`config.mk`:
```
export PLATFORM = sky130hd
export DESIGN_NAME = ostu_ram
export DESIGN_NICKNAME = d
export VERILOG_FILES = /design/src/ocean_spectrum_time_update_unit_macros.svh /design/src/ostu_ram.sv
export SDC_FILE = /design/constraint.sdc
export NUM_CORES = 1
export LEC_CHECK = 0
export ABC_AREA = 1
export BUFFER_PORTS_ARGS = -buffer_cell sky130_fd_sc_hd__buf_2
export CAP_MARGIN = 10
export CORE_AREA = 2 2 121 147
export DETAILED_ROUTE_END_ITERATION = 7
export DIE_AREA = 0 0 123 149
export SYNTH_ARGS = -nofsm -noshare
export SYNTH_HDL_FRONTEND = slang
export SYNTH_SLANG_ARGS = --single-unit
```
`constraint.sdc`:
```
create_clock -name clock -period 1.3 [get_ports clock]
set_input_delay 0 -clock clock [delete_from_list [all_inputs] [get_ports clock]]
set_output_delay 0 -clock clock [all_outputs]
set_load 0.02 [all_outputs]
```
`src/ocean_spectrum_time_update_unit_macros.svh`:
```
// assertion macros shared by the ocean spectrum time update rtl
`ifndef OCEAN_SPECTRUM_TIME_UPDATE_UNIT_MACROS_SVH
`define OCEAN_SPECTRUM_TIME_UPDATE_UNIT_MACROS_SVH

// same-cycle implication on clock, disabled in reset
`define OSTU_ASSERT_NOW(label, ante, cons, msg) \
   label: assert property (@(posedge clock) disable iff (reset) (ante) |-> (cons)) \
      else $error(msg);

// next-cycle implication on clock, disabled in reset
`define OSTU_ASSERT_NEXT(label, ante, cons, msg) \
   label: assert property (@(posedge clock) disable iff (reset) (ante) |=> (cons)) \
      else $error(msg);

`endif

```
`src/ostu_ram.sv`:
```
// generic single-write, single-read ram with registered read data
module ostu_ram #(
   parameter int WIDTH = 8,
   parameter int DEPTH = 16
) (
   input  logic                     clock,
   input  logic                     wr_en,
   input  logic [$clog2(DEPTH)-1:0] wr_addr,
   input  logic [WIDTH-1:0]         wr_data,
   input  logic                     rd_en,
   input  logic [$clog2(DEPTH)-1:0] rd_addr,
   output logic [WIDTH-1:0]         rd_data
);
   logic [WIDTH-1:0] mem_ff [DEPTH];
   logic [WIDTH-1:0] rd_data_ff;

   // write port
   always_ff @(posedge clock) begin
      if (wr_en) begin
         mem_ff[wr_addr] <= wr_data;
      end
   end

   // read port
   always_ff @(posedge clock) begin
      if (rd_en) begin
         rd_data_ff <= mem_ff[rd_addr];
      end
   end

   assign rd_data = rd_data_ff;
endmodule

```
==> impl_metrics.ini <==
[synthesis]
ys_ff_latch = 136
ys_types = 11
synthCells = 551
synth.yosys.seq_area_share_pct = 69.8
syn_area_um2 = 5850
synth.avg_cell_area_um2 = 10.6
yosys_warnings = 0
synth_nets = 570

[critical_path]
rr_worst_depth = 6
r2r-end = rd_data[1]
critical_path.startpoint = mem_ff[1][1]
ff2ff_setup_slack_ns = 0.14
cp-start-kind = flop
crit_required_ns = 1.47
r2r_start = mem_ff[1][1]
crit_fanout = 1
arrival_ns = 1.32
cp-end-kind = flop
cp-endpoint = rd_data[1]
critPathKind = reg2reg

[timing]
finalCritPeriodShare_pct = 89.1
fmax_mhz = 864
finClkSkew_ns = 0.00690
finalSetupViolCount = 0
fin_setup_tns_ns = 0
hold_viol = 0
grt_setup_unrepaired = no
period_minus_slack_ns = 1.16
slew_violations = 0
slew_headroom_pct = 72.5
whs_ns = 0.0248
worst_pin_slew_ns = 0.413

[grt]
grt_pass1_wl_um = 21200
grt_max_degree = 54
overflow = 0
grt_usage_pct = 16.0
first_global_vias = 3799
antenna_found_initial = 0

[clock_network]
clockBufferDepth = 2
root_buffer = clkbuf_16
hold_buffers = 3
cts_setup_buffers = 0
clkSinkCount = 136
cts_tree = yes
cts_made_buffers = 17
htreeDepth = 4
clk_pin_slew_ns = 0.06
clock_latency_ns = 0.42
post_cts_resized = 0

[power_and_ir_drop]
p_total_mw = 9.82
p_sw_mw = 2.12
p_clk_share_pct = 42.8
p_sw_share_pct = 21.6
ir_drop_uv = 829
p_seq_share_pct = 50.6
p_int_mw = 7.70
combPwrFrac_pct = 6.6
p_per_area_nw_per_um2 = 1430
p_leak_nw = 2.94

[finish]
fillers = 1655
final_cell_mix = 173 x nand2_1, 136 x edfxtp_1, 100 x inv_1, 97 x nand3_1, 26 x buf_2
nets = 621
utilization_pct = 40.1
final_common_cell = nand2_1
syn_to_final_growth_pct = 17.3
layout-drive-gt1-share_pct = 12.1
n_antenna_cell = 0

[die]
start_util_pct = 34.2
rows = 53
coreArea_um2 = 17100
die_area_um2 = 18300
die_y_um = 149
die_w_um = 123
ioPinCount = 27

[routing]
drc = 0
first_pass_iters = 5
wire_per_inst_um = 16.3
first_iter_violations = 231
via_count = 3856
detail-route-antenna-nets = 0
wl_um = 13600
vias_per_cell = 4.63

[job]
maxCapViolCount = 0

[placed_design]
port_buffers = 26
place_congestion = 0.784
dp_hpwl_um = 8420

[outcome]
outcome = complete, no violations

[min_path]
hp-class = in2reg
[cell usage after synthesis (all sizes together)]
| library cell | number | share of area, % |
|---|---|---|
| buf | 24 | 2.8 |
| nand3 | 97 | 8.3 |
| nand3b | 2 | 0.26 |
| inv | 102 | 6.5 |
| nand2 | 173 | 11 |
| edfxtp | 136 | 70 |
| nor2 | 17 | 1.1 |
[critical path, cell delays in order, from the launching register on]
cell,delay [ns]
edfxtp_1,0.35
inv_1,0.06
nand2_1,0.05
nand3_1,0.08
nand3_1,0.12
nand3_1,0.16
nand2_1,0.09
[power by group through the flow]
| stage | combinational (mW) | sequential (mW) | clock (mW) |
|---|---|---|---|
| 6_report | 0.649 | 4.97 | 4.20 |
| 4_1_cts | 0.657 | 4.97 | 4.27 |
| 3_3_place_gp | 0.637 | 5.06 | 0 |
| 3_5_place_dp | 0.648 | 5.06 | 0 |
| 2_1_floorplan | 0.346 | 5.08 | 0 |
| 5_1_grt | 0.721 | 4.98 | 4.43 |
[through the flow]
step / instance area, um^2 / cells / worst slack (ns)
detailed placement: 6330 / 800 / 0.0875
finish: 6860 / 833 / 0.142
floorplan: 5850 / 551 / 0.349
global placement: 6330 / 800 / 0.103
global route: 6860 / 833 / 0.0743
CTS: 6860 / 833 / 0.164
[sequential cells by signal, indices dropped and copies added (netlist names)]
name	flops
mem_ff	128
rd_data	8
[logic make-up (layout without fill, tap and decap cells)]
logic type,after synthesis,in the layout,synth area share [%]
buf+inv,126,188,9.39
flops,136,136,69.8
simple gates,289,289,20.8
[layer usage]
metal	wire, um	track usage (%)	share of wire [%]
met1	5820	20.5	43
met3	766	4.28	5.6
met5	0	0	0
met4	250	6.02	1.8
met2	6750	25.9	50
[layout make-up]
cell class	instances	area (um^2)	area share, %
sequential	136	4080	59.6
multi-input combinational	289	1210	17.7
clock buffer	22	444	6.48
timing repair buffer	56	400	5.84
inverter	102	383	5.58
tap	220	275	4.01
clock inverter	8	57.6	0.839
[worst min-delay path by stage]
stage,start,endpoint,cells after the start
detailed placement,rd_en,rd_data[6],1
finish,wr_data[1],mem_ff[2][1],1
global placement,rd_en,rd_data[6],1
global route,wr_data[1],mem_ff[3][1],1
CTS,wr_data[1],mem_ff[7][1],1
floorplan,wr_data[0],mem_ff[0][0],0
No activity file was read; power rests on OpenSTA's default activity.
